<file path="config.mk">
export PLATFORM = sky130hd
export DESIGN_NAME = spct_prep
export DESIGN_NICKNAME = d
export VERILOG_FILES = /design/src/spct_pkg.sv /design/src/spct_prep.sv
export SDC_FILE = /design/constraint.sdc
export NUM_CORES = 1
export LEC_CHECK = 0
export BUFFER_PORTS_ARGS = -buffer_cell sky130_fd_sc_hd__buf_2
export CAP_MARGIN = 20
export CORE_ASPECT_RATIO = 0.9
export CORE_MARGIN = 1
export CORE_UTILIZATION = 60
export DETAILED_ROUTE_END_ITERATION = 7
export GPL_TIMING_DRIVEN = 0
export PLACE_DENSITY = 0.83
export SLEW_MARGIN = 20
export SYNTH_ARGS = -nofsm -noshare
export SYNTH_HDL_FRONTEND = slang
export SYNTH_SLANG_ARGS = --single-unit
export TNS_END_PERCENT = 5
</file>
<file path="constraint.sdc">
create_clock -name vclk -period 11.65
set_clock_uncertainty 0.1 [all_clocks]
set_input_delay 1.165 -clock vclk [all_inputs]
set_output_delay 1.165 -clock vclk [all_outputs]
set_load 0.05 [all_outputs]
</file>
<file path="src/spct_pkg.sv">
// Package: shared types and constants of the shape pair collision test.
`timescale 1ns / 1ps
package spct_pkg;

	// field widths
	localparam int COORD_W      = 20;  // Q16.4 signed centre
	localparam int HALF_W       = 16;  // Q12.4 unsigned half extent
	localparam int LAYER_W      = 8;   // layer mask of shape A
	localparam int TYPE_W       = 3;   // type index of shape B
	localparam int DIFF_W       = 22;  // signed working width for bounds and gaps
	localparam int MAG_W        = 21;  // per-axis distance magnitude
	localparam int RAD_W        = HALF_W + 1;
	localparam int SQ_W         = 2 * MAG_W + 1;
	localparam int RR_W         = 2 * RAD_W;
	localparam int NUM_TYPES_DEF = 8;

	// input tdata: packed fields, zero padded to whole bytes
	localparam int PAIR_BITS    = 4 * COORD_W + 4 * HALF_W + LAYER_W + TYPE_W;
	localparam int PAIR_W       = ((PAIR_BITS + 7) / 8) * 8;

	// shape kind codes; code three means inactive
	typedef enum logic [1:0] {
		MODE_OFF    = 2'd0,
		MODE_BOX    = 2'd1,
		MODE_CIRCLE = 2'd2
	} shape_mode_t;

	// prepared pair, handed from the geometry stage to the distance stage
	typedef struct packed {
		logic              act;     // both active and layers permit
		logic              box_box; // decided by the overlap test
		logic              bb_hit;
		logic [MAG_W-1:0]  ex;
		logic [MAG_W-1:0]  ey;
		logic [RAD_W-1:0]  rad;
	} prep_t;

endpackage

</file>
<file path="src/spct_prep.sv">
// Geometry stage: kind decode, box overlap test and per-axis gaps for the circle tests.
`timescale 1ns / 1ps
module spct_prep (
	input  logic [1:0]                            a_mode,
	input  logic signed [spct_pkg::COORD_W-1:0]   a_x,
	input  logic signed [spct_pkg::COORD_W-1:0]   a_y,
	input  logic [spct_pkg::HALF_W-1:0]           a_half_w,
	input  logic [spct_pkg::HALF_W-1:0]           a_half_h,
	input  logic [1:0]                            b_mode,
	input  logic signed [spct_pkg::COORD_W-1:0]   b_x,
	input  logic signed [spct_pkg::COORD_W-1:0]   b_y,
	input  logic [spct_pkg::HALF_W-1:0]           b_half_w,
	input  logic [spct_pkg::HALF_W-1:0]           b_half_h,
	input  logic                                  layer_ok,
	output spct_pkg::prep_t                       prep
);

	localparam int DW = spct_pkg::DIFF_W;
	localparam int MW = spct_pkg::MAG_W;
	localparam int RW = spct_pkg::RAD_W;
	localparam int HALF_W_LOCAL = spct_pkg::HALF_W;

	// distance from c to the closed interval [ctr-half, ctr+half]
	function automatic logic [MW-1:0] gap(input logic signed [DW-1:0] c,
		input logic signed [DW-1:0] ctr, input logic signed [DW-1:0] half);
		logic signed [DW-1:0] lo;
		logic signed [DW-1:0] hi;
		logic signed [DW-1:0] d;
		lo = ctr - half;
		hi = ctr + half;
		if (c < lo) begin
			d = lo - c;
		end else if (c > hi) begin
			d = c - hi;
		end else begin
			d = '0;
		end
		return d[MW-1:0];
	endfunction

	// magnitude of a signed difference
	function automatic logic [MW-1:0] mag(input logic signed [DW-1:0] d);
		logic signed [DW-1:0] m;
		m = (d < 0) ? -d : d;
		return m[MW-1:0];
	endfunction

	logic a_on, b_on, a_box, b_box, a_circ, b_circ;
	logic signed [DW-1:0] ax, ay, bx, by, aw, ah, bw, bh;
	logic signed [DW-1:0] box_x, box_y, box_w, box_h, cir_x, cir_y;
	logic [MW-1:0] adx, ady, gx, gy;
	logic [RW-1:0] wsum, hsum, rsum;
	logic [HALF_W_LOCAL-1:0] cir_r;

	// kind decode; code three falls out as inactive
	always_comb begin
		a_box  = (a_mode == spct_pkg::MODE_BOX);
		a_circ = (a_mode == spct_pkg::MODE_CIRCLE);
		b_box  = (b_mode == spct_pkg::MODE_BOX);
		b_circ = (b_mode == spct_pkg::MODE_CIRCLE);
		a_on   = a_box | a_circ;
		b_on   = b_box | b_circ;
	end

	// widen to the working width
	assign ax = DW'(a_x);
	assign ay = DW'(a_y);
	assign bx = DW'(b_x);
	assign by = DW'(b_y);
	assign aw = signed'(DW'(a_half_w));
	assign ah = signed'(DW'(a_half_h));
	assign bw = signed'(DW'(b_half_w));
	assign bh = signed'(DW'(b_half_h));

	// centre distances and summed extents
	assign adx  = mag(ax - bx);
	assign ady  = mag(ay - by);
	assign wsum = RW'(a_half_w) + RW'(b_half_w);
	assign hsum = RW'(a_half_h) + RW'(b_half_h);
	assign rsum = wsum;

	// pick which shape is the box for the mixed test
	always_comb begin
		if (a_box) begin
			box_x = ax; box_y = ay; box_w = aw; box_h = ah;
			cir_x = bx; cir_y = by; cir_r = b_half_w;
		end else begin
			box_x = bx; box_y = by; box_w = bw; box_h = bh;
			cir_x = ax; cir_y = ay; cir_r = a_half_w;
		end
	end

	assign gx = gap(cir_x, box_x, box_w);
	assign gy = gap(cir_y, box_y, box_h);

	// pack the prepared pair
	always_comb begin
		prep.act     = a_on & b_on & layer_ok;
		prep.box_box = a_box & b_box;
		prep.bb_hit  = (MW'(adx) < MW'(wsum)) && (MW'(ady) < MW'(hsum));
		if (a_circ && b_circ) begin
			prep.ex  = adx;
			prep.ey  = ady;
			prep.rad = rsum;
		end else begin
			prep.ex  = gx;
			prep.ey  = gy;
			prep.rad = RW'(cir_r);
		end
	end

endmodule

</file>
==> metrics.md, run 1 <==
| Metric | Value |
|---|---|
| Status | `finished clean` |
| Vias | `17.5k` |
| Gr usage total | `40.5%` |
| Cells after synthesis | `2,224` |
| Min cycle time layout | `11,110 ps` |
| Largest area contributor in the netlist | `ha_1` |
| Final period utilization | `95.4%` |
| Reg area | `0 µm²` |
| Ratio of cells with drive above 1 in the final layout | `13.8%` |
| Post-DRT Antenna Nets | `0` |
| Largest stage delay, worst path | `650 ps` |
| Seq_cells | `0` |
| Sequential cell area fraction in the yosys report | `0%` |
| Ys Warns | `0` |
| Pre-Repair DR Iteration Count | `6` |
| Final setup fails | `0` |
| Syn Area/Cell | `7.01 µm²` |
| Final #Nets | `2,901` |
| Setup TNS | `0 ps` |
| Hold crit path type | `in -> out` |
| DR DRC count | `0` |
| Crit path capture | `prep[53]` |
| Max-capacitance violation count | `0` |
| Max frequency | `0.0900 GHz` |
| Post-synthesis net count | `2,689` |
| Worst path arrival time | `9840 ps` |
| Most frequent cells in the layout | `304 x ha_1, 229 x inv_1, 218 x buf_2` |
| Top cell type's share of synthesized area | `24.4%` |
| Unique masters post-synth | `80` |
| Area grow syn2layout | `9.66%` |
| Most common cell after layout, fill and taps aside | `ha_1` |
| Worst slew pin tran | `1180 ps` |
| # IOs | `211` |
| RSZ-0062 raised after global routing | `false` |
| Peak supply drop | `0.198 mV` |
| Ranking of synthesized cells by area | `ha_1 24%, xnor2_1 7.7%, inv_1 5.5%, a21oi_1 5.5%, mux2_2 5.3%` |
| Vias/cell | `6.29` |
| Kind of critical path | `in -> out` |
| Initial Utilization | `61.6%` |
| Wire per inst | `20.2 µm` |
| Final Power | `2.57 mW` |
| Number of DRC markers in iteration 0 | `1,757` |
| Netlist Area Pre-Place | `15,600 µm²` |
| Postcts setup bufs | `0` |
| Die Span Y | `155 µm` |
| Overall die width | `172 µm` |
| Number of global-route vias before repair | `15.8k` |
| Slew HR | `21.2%` |
| CTS Hold Buffers Added | `0` |
| Row count | `55` |
| DRT Wirelength | `56,200 µm` |
| Overflow left after global routing | `0` |
| Fillcell total | `2,362` |
| Final Hold Fails | `0` |
| Antenna violations before repair | `2` |
| Port-buffer cells | `211` |
| Crit Path Max Fanout | `16` |
| Start point of the critical path | `a_mode[1]` |
| Max-slew violations | `0` |
| GPL Wtd Cong | `1.00` |
| Core outline area | `25,300 µm²` |
| Crit end category | `output port` |
| Req. time, crit path | `10,390 ps` |
| First-pass GRT wire length | `84,500 µm` |
| P per Cell Area | `150 nW/µm²` |
| Die area | `26,600 µm²` |
| Clock buffers | `0` |
| Slowest-stage cell, CP | `nor4_1` |
| Largest net degree at the start of global routing | `11` |
| Post-DP HPWL | `48,300 µm` |
| Leakage | `8.38 nW` |
| CP Launch Type | `input port` |
## cell families (layout without fill, tap and decap cells)
family,count (synthesis),count (layout),synth area share [%]
AOI/OAI and AO/OA,673,673,28.4
adders and majority gates,316,316,25.9
muxes,90,90,6.37
buffers and inverters,298,508,7.25
xor gates and xnor gates,228,228,12.8
other,0,2,0
and+or+nand+nor,619,619,19.2
## critical path, delay by kind of cell
family          cells  cell delay (ps)
xor+xnor            1              180
buf+inv             9             3080
compound gates     12             2910
fa+ha+maj           3              970
simple gates        6             1510
## cell usage after synthesis, types with 6 or more instances
| cell type | n |
|---|---|
| xnor2_1 | 137 |
| nor2b_1 | 50 |
| a211oi_1 | 31 |
| nor2_1 | 181 |
| a21o_1 | 67 |
| nor3_1 | 60 |
| o31ai_1 | 11 |
| o21ai_0 | 134 |
| nand2_1 | 151 |
| o21bai_1 | 33 |
| ha_1 | 304 |
| fa_1 | 12 |
| a31o_2 | 6 |
| inv_1 | 229 |
| or2_2 | 8 |
| o21a_1 | 49 |
| nand4_1 | 19 |
| mux2_2 | 74 |
| a21boi_0 | 10 |
| or3_1 | 19 |
| buf_1 | 7 |
| and3_1 | 16 |
| xor2_1 | 91 |
| o2111ai_1 | 6 |
| buf_2 | 6 |
| o211ai_1 | 14 |
| o221ai_1 | 17 |
| nor3b_1 | 6 |
| mux2i_1 | 16 |
| a221oi_1 | 21 |
| a31oi_1 | 29 |
| nand3_1 | 42 |
| and2_1 | 15 |
| a21oi_1 | 171 |
| a22oi_1 | 6 |
| nor4_1 | 9 |
| a221o_1 | 6 |
| nand2b_1 | 19 |
| clkbuf_1 | 54 |
## how the worst min path moves through the flow
stage | slack (ps) | depth (start not counted) | from | to
after floorplan | 2510 | 1 | layer_ok | prep[61]
after global placement | 2640 | 3 | layer_ok | prep[61]
after detailed placement | 2650 | 3 | layer_ok | prep[61]
after CTS | 2650 | 3 | layer_ok | prep[61]
after global routing | 2650 | 3 | layer_ok | prep[61]
final | 2650 | 3 | layer_ok | prep[61]
## stage by stage
stage,std cells,instance area [µm²],util (%),hold slack [ps],worst slack [ps]
6_report,2778,17100,67.5,2650,541
3_3_place_gp,2777,17100,67.4,2640,-204
2_1_floorplan,2224,15600,-,2510,1890
3_5_place_dp,2777,17100,67.4,2650,-387
5_1_grt,2776,17100,67.5,2650,92.0
4_1_cts,2777,17100,67.5,2650,115
## repair_timing
item                       in CTS  in global routing
gates resized for setup         3                  8
gates cloned                    0                  0
setup endpoints to repair      34                 42
## routing by layer
| layer | vias up | share of wire [%] | global-route usage (%) |
|---|---|---|---|
| met5 | - | 0.016 | 0 |
| met4 | 2 | 3.3 | 12.1 |
| met3 | 102 | 11 | 7.81 |
| met2 | 934 | 42 | 62.4 |
| met1 | 8042 | 44 | 56.3 |
| li1 | 8390 | - | - |
## area by class of cell
cell class	count	area, µm²	area share, %
Antenna cell	2	5.00	0.0293
Timing Repair Buffer	211	1060	6.18
Buffer	68	277	1.62
Tap cell	342	428	2.50
Multi-Input combinational cell	1926	14500	84.6
Inverter	229	860	5.03
## where the power goes
| part | internal, mW | switching, mW | leakage, nW | total [mW] |
|---|---|---|---|---|
| combinational | 0.900 | 1.67 | 8.38 | 2.57 |
| clock | 0.0000000230 | 0 | 0.0000127 | 0.0000000230 |
| sequential | 0 | 0 | 0 | 0 |
| total | 0.900 | 1.67 | 8.38 | 2.57 |
Power figures use the tool's default switching activity.
==> run 2, diff against run 1 <==
Settings changed: CORE_UTILIZATION 60 to 56, PLACE_DENSITY 0.83 to 0.81.
Clock period 11.65 ns to 9.2 ns, I/O delays scaled along.
==> metrics.md, run 2 (synthesis results as in run 1) <==
| Metric | Value |
|---|---|
| Status | `finished clean` |
| Start point of the critical path | `a_mode[1]` |
| Pre-Repair DR Iteration Count | `5 (-1)` |
| RSZ-0062 raised after global routing | `true` |
| Leakage | `8.45 nW (+0.91%)` |
| Die area | `28,500 µm² (+7.0%)` |
| First-pass GRT wire length | `84,300 µm (-0.29%)` |
| WHS Endpoint | `prep[61]` |
| Largest net degree at the start of global routing | `17 (+6)` |
| Number of global-route vias before repair | `15.8k (-0.40%)` |
| Overflow left after global routing | `0 (unchanged)` |
| CP top delay family | `compound AO/OA/AOI/OAI gates` |
| Sw frac | `64.4% (-0.57 points)` |
| Overall die width | `178 µm (+3.5%)` |
| Ratio of cells with drive above 1 in the final layout | `15.1% (+1.3 points)` |
| # IOs | `211 (unchanged)` |
| Initial Utilization | `57.4% (-4.2 points)` |
| Wire per inst | `20.0 µm (-0.91%)` |
| Layout Utilization | `63.7% (-3.8 points)` |
| Finished Layout Cells | `2,791 (+0.47%)` |
| Number of DRC markers in iteration 0 | `1,939 (+10%)` |
| Sequential share of power | `0% (unchanged)` |
| Port-buffer cells | `211 (unchanged)` |
| DP Cell Count | `2,789 (+0.43%)` |
| Sw Pwr | `2.12 mW (+27%)` |
| Slowest-stage cell, CP | `a2111oi_1` |
| Final #Nets | `2,903 (+0.069%)` |
| Most common cell after layout, fill and taps aside | `ha_1` |
| Seq_cells | `0 (unchanged)` |
| DR DRC count | `0 (unchanged)` |
| CP Launch Type | `input port` |
| Logic gate share of total power | `100.0% (about the same)` |
| Final setup fails | `0 (unchanged)` |
| Post-DRT Antenna Nets | `0 (unchanged)` |
| Clock buffers | `0 (unchanged)` |
| Final Hold Fails | `0 (unchanged)` |
| Largest stage delay, worst path | `540 ps (-110 ps)` |
| Die Span Y | `160 µm (+3.5%)` |
| Post-DP HPWL | `47,600 µm (-1.4%)` |
| Kind of critical path | `in -> out` |
| Max-slew violations | `0 (unchanged)` |
| Hold crit path type | `in -> out` |
| Row count | `57 (+3.6%)` |
| Slew HR | `21.4% (+0.14 points)` |
| CTS Hold Buffers Added | `0 (unchanged)` |
| Vias/cell | `6.24 (-0.84%)` |
| DRT Wirelength | `55,900 µm (-0.45%)` |
| Reg area | `0 µm² (unchanged)` |
| Antenna violations before repair | `2 (unchanged)` |
| Hold Startpoint | `layer_ok` |
| Peak supply drop | `0.175 mV (-12%)` |
| Gr usage total | `37.4% (-3.1 points)` |
| Core outline area | `27,200 µm² (+7.3%)` |
| P per Cell Area | `190 nW/µm² (+27%)` |
| Crit end category | `output port` |
| Worst path arrival time | `7950 ps (-1890 ps)` |
| Buffers plus inverters on the worst setup path | `10 (+1)` |
| Min cycle time layout | `8970 ps` |
| Final period utilization | `97.5%` |
| Area grow syn2layout | `11.1%` |
| Most frequent cells in the layout | `303 x ha_1, 228 x inv_1, 209 x buf_2` |
| Clock share of power | `0% (unchanged)` |
| GPL Wtd Cong | `1.05 (+4.8%)` |
| Max-capacitance violation count | `0 (unchanged)` |
| Worst slew pin tran | `1180 ps (-2.06 ps)` |
| Crit Path Max Fanout | `16 (unchanged)` |
| Max frequency | `0.111 GHz` |
| Req. time, crit path | `8180 ps (-2210 ps)` |
| Hold Crit Depth | `3 (unchanged)` |
| Int Pwr | `1.18 mW (+31%)` |
| Vias | `17.4k (-0.38%)` |
==> run 2: cell count changes in the layout (fill, tap and decap cells not counted), moves of 3 or more <==
cell      change
clkbuf_2      +4
buf_4        +12
o21ai_1       +7
clkbuf_1     -10
clkbuf_4      +3
buf_2         -9
o21ai_0       -8
==> run 2: layer usage <==
| layer | global-route usage (%) | vias to the layer above | share of wire, % |
|---|---|---|---|
| met4 | 8.66 | 2 | 2.5 |
| li1 | - | 8377 | - |
| met2 | 57.5 | 945 | 42 |
| met5 | 0 | - | 0.020 |
| met3 | 5.80 | 93 | 12 |
| met1 | 53.9 | 7987 | 44 |
==> run 2: how the worst max path moves through the flow <==
| stage | slack, ps | to | cells after the start |
|---|---|---|---|
| CTS | 70 | prep[42] | 31 |
| finish | 230 | prep[41] | 33 |
| detailed placement | -2150 | prep[50] | 31 |
| floorplan | -6 | prep[58] | 32 |
| global route | -30 | prep[41] | 33 |
| global placement | -2110 | prep[43] | 34 |
==> run 2: tightest hold or removal path, cell delays in order <==
cell	delay, ps
buf_2	100
nor3b_1	120
buf_2	200
==> run 2: repair_timing <==
action / CTS / global route
buffers inserted: 1 / 2
pin swaps: 1 / 5
resized for setup: 38 / 48
endpoints found under the setup margin: 42 / 42
endpoints found under the hold margin: 0 / 0
==> run 2: through the flow <==
step           setup WS, ps  TNS [ps]  hold WS [ps]  cell area (µm²)  total power [mW]
2_1_floorplan         -5.69     -5.69          2020            15600              2.40
3_3_place_gp          -2110    -77920          2150            17100              3.10
3_5_place_dp          -2150    -79670          2160            17100              3.15
4_1_cts                74.2         0          2160            17200              3.19
5_1_grt               -25.2     -40.9          2170            17300              3.53
6_report                227         0          2160            17300              3.30
==> run 2: final cells by class <==
type                            instances  area (µm²)
Multi-Input combinational cell       1926       14600
Fill cell                            2589        9850
Timing Repair Buffer                  214        1100
Inverter                              229         860
Tap cell                              354         443
Buffer                                 67         338
Antenna cell                            1        2.50
==> run 2: power groups by stage <==
stage / Clock [mW] / Combinational [mW] / Sequential, mW
2_1_floorplan: 0 / 2.40 / 0
3_3_place_gp: 0 / 3.10 / 0
3_5_place_dp: 0 / 3.15 / 0
4_1_cts: 0 / 3.19 / 0
5_1_grt: 0 / 3.53 / 0
6_report: 0.0000000145 / 3.30 / 0
==> run 3, diff against run 2 <==
Settings changed: ABC_AREA set to 1, CORE_UTILIZATION 56 to 45, PLACE_DENSITY 0.81 to 0.67.
==> metrics.md, run 3 <==
| Metric | Value |
|---|---|
| Gr usage total | `36.9% (-0.52 points)` |
| Most common cell on crit path | `nand2_1` |
| Most frequent cells in the layout | `756 x nand2_1, 549 x inv_1, 304 x ha_1` |
| # IOs | `211 (unchanged)` |
| Final setup fails | `0 (unchanged)` |
| Largest area contributor in the netlist | `ha_1` |
| Number of DRC markers in iteration 0 | `2,291 (+18%)` |
| Final Hold Fails | `0 (unchanged)` |
| Unique masters post-synth | `54 (-33%)` |
| Crit Path Max Fanout | `18 (+2)` |
| Netlist Area Pre-Place | `16,800 µm² (+7.9%)` |
| Clock buffers | `0 (unchanged)` |
| Highest metal used | `met4` |
| Setup TNS | `0 ps (unchanged)` |
| Overall die width | `206 µm (+16%)` |
| Crit end category | `output port` |
| Routed wl met3 | `8350 µm (+28%)` |
| Port-buffer cells | `211 (unchanged)` |
| First-pass GRT wire length | `106,000 µm (+26%)` |
| DRT Wirelength | `72,600 µm (+30%)` |
| Min cycle time layout | `8790 ps (-181 ps)` |
| Worst path arrival time | `7770 ps (-180 ps)` |
| Pre-Repair DR Iteration Count | `6 (+1)` |
| Post-route cell area | `18,500 µm² (+7.1%)` |
| Max frequency | `0.114 GHz (+2.1%)` |
| Slowest-stage cell, CP | `clkbuf_1` |
| Buffers plus inverters on the worst setup path | `9 (-1)` |
| CP top delay family | `simple AND/OR/NAND/NOR gates` |
| Post-DRT Antenna Nets | `0 (unchanged)` |
| Ratio of cells with drive above 1 in the final layout | `8.73% (-6.3 points)` |
| Syn Area/Cell | `5.57 µm² (-21%)` |
| Synth cell count leaders | `756 x nand2_1, 549 x inv_1, 304 x ha_1` |
| Number of global-route vias before repair | `18.5k (+17%)` |
| Die area | `38,200 µm² (+34%)` |
| Max-slew violations | `0 (unchanged)` |
| Post-Route M1 WL | `34,400 µm (+39%)` |
| Cells after synthesis | `3,020 (+36%)` |
| Hold crit path type | `in -> out` |
| Most frequent cell after synthesis | `nand2_1` |
| Post-synthesis net count | `3,485 (+30%)` |
| RSZ-0062 raised after global routing | `false` |
| Vias/cell | `5.56 (-11%)` |
| Finished Layout Cells | `3,719 (+33%)` |
| Area grow syn2layout | `10.2%` |
| Final #Nets | `3,698 (+27%)` |
| Hold Startpoint | `layer_ok` |
| GPL Wtd Cong | `1.02 (-3.4%)` |
| Final period utilization | `95.6% (-2.0 points)` |
| DP Cell Count | `3,708 (+33%)` |
| Status | `finished clean` |
| Post-DP HPWL | `64,100 µm (+35%)` |
| Most common cell after layout, fill and taps aside | `nand2_1` |
| Wire per inst | `19.5 µm (-2.6%)` |
| CP Launch Type | `input port` |
| Sequential cell area fraction in the yosys report | `0% (unchanged)` |
| Slew HR | `15.4% (-6.0 points)` |
| Worst slew pin tran | `1270 ps (+90.2 ps)` |
| Req. time, crit path | `8180 ps (about the same)` |
| Row count | `66 (+16%)` |
| Placement Cell Area | `18,500 µm² (+8.1%)` |
| DR DRC count | `0 (unchanged)` |
| Top cell type's share of synthesized area | `22.6% (-1.8 points)` |
| Reg area | `0 µm² (unchanged)` |
| Met2 WL | `28,100 µm (+21%)` |
| Vias | `20.7k (+19%)` |
| Die Span Y | `185 µm (+16%)` |
| Ys Warns | `0 (unchanged)` |
| Seq_cells | `0 (unchanged)` |
| Start point of the critical path | `a_mode[1]` |
| Antenna violations before repair | `13 (+11)` |
| Initial Utilization | `46.1% (-11 points)` |
| Largest stage delay, worst path | `530 ps (about the same)` |
| Kind of critical path | `in -> out` |
| Overflow left after global routing | `0 (unchanged)` |
| Layout Utilization | `50.8% (-13 points)` |
| Core outline area | `36,500 µm² (+34%)` |
| Max-capacitance violation count | `0 (unchanged)` |
| Largest net degree at the start of global routing | `19 (+2)` |
| Ranking of synthesized cells by area | `ha_1 23%, nand2_1 17%, inv_1 12%, a21oi_1 8.3%, o21ai_0 7.3%` |
[run 3: final timing paths]
path	cells past startpoint	endpoint
min	3	prep[61]
max	35	prep[58]
[run 3: repair_timing]
action	in CTS	in global routing
hold buffers	0	0
endpoints found under the hold margin	0	0
setup buffers	0	0
endpoints found under the setup margin	32	42
resized for setup	3	21
pin swaps	0	0
gates cloned	0	0
[run 3: per-layer routing]
layer | up-vias | GRT usage, %
met2 | 920 | 51.6
li1 | 10200 | -
met1 | 9436 | 55.6
met4 | 0 | 7.65
met3 | 88 | 8.64
met5 | - | 0
[run 3: cell families (layout without fill, tap and decap cells)]
group | count (synthesis) | after routing | share of synthesized area [%]
simple gates | 1241 | 1241 | 30.7
xor+xnor | 184 | 184 | 9.58
other cells | 0 | 12 | 0
mux | 4 | 4 | 0.245
compound gates | 664 | 664 | 21.7
fa+ha+maj | 316 | 316 | 24.0
buf+inv | 611 | 822 | 13.8
[run 3: tightest hold or removal path, cell delays in order]
cell and delay (ps):
buf_2 90, nor3b_1 120, buf_2 200
[run 3: cell type report]
class	count	area, µm²
multi-input combinational	2409	14500
antenna	12	30.0
buffer	56	248
fill	4010	18000
tap	476	596
inverter	554	2080
timing repair buffer	212	1060
[run 3: metrics by stage]
step                hold slack [ps]  setup WS (ps)
finish                         2160            409
global route                   2170           8.74
CTS                            2160            117
detailed placement             2160           -539
global placement               2160           -502
floorplan                      2020           1340
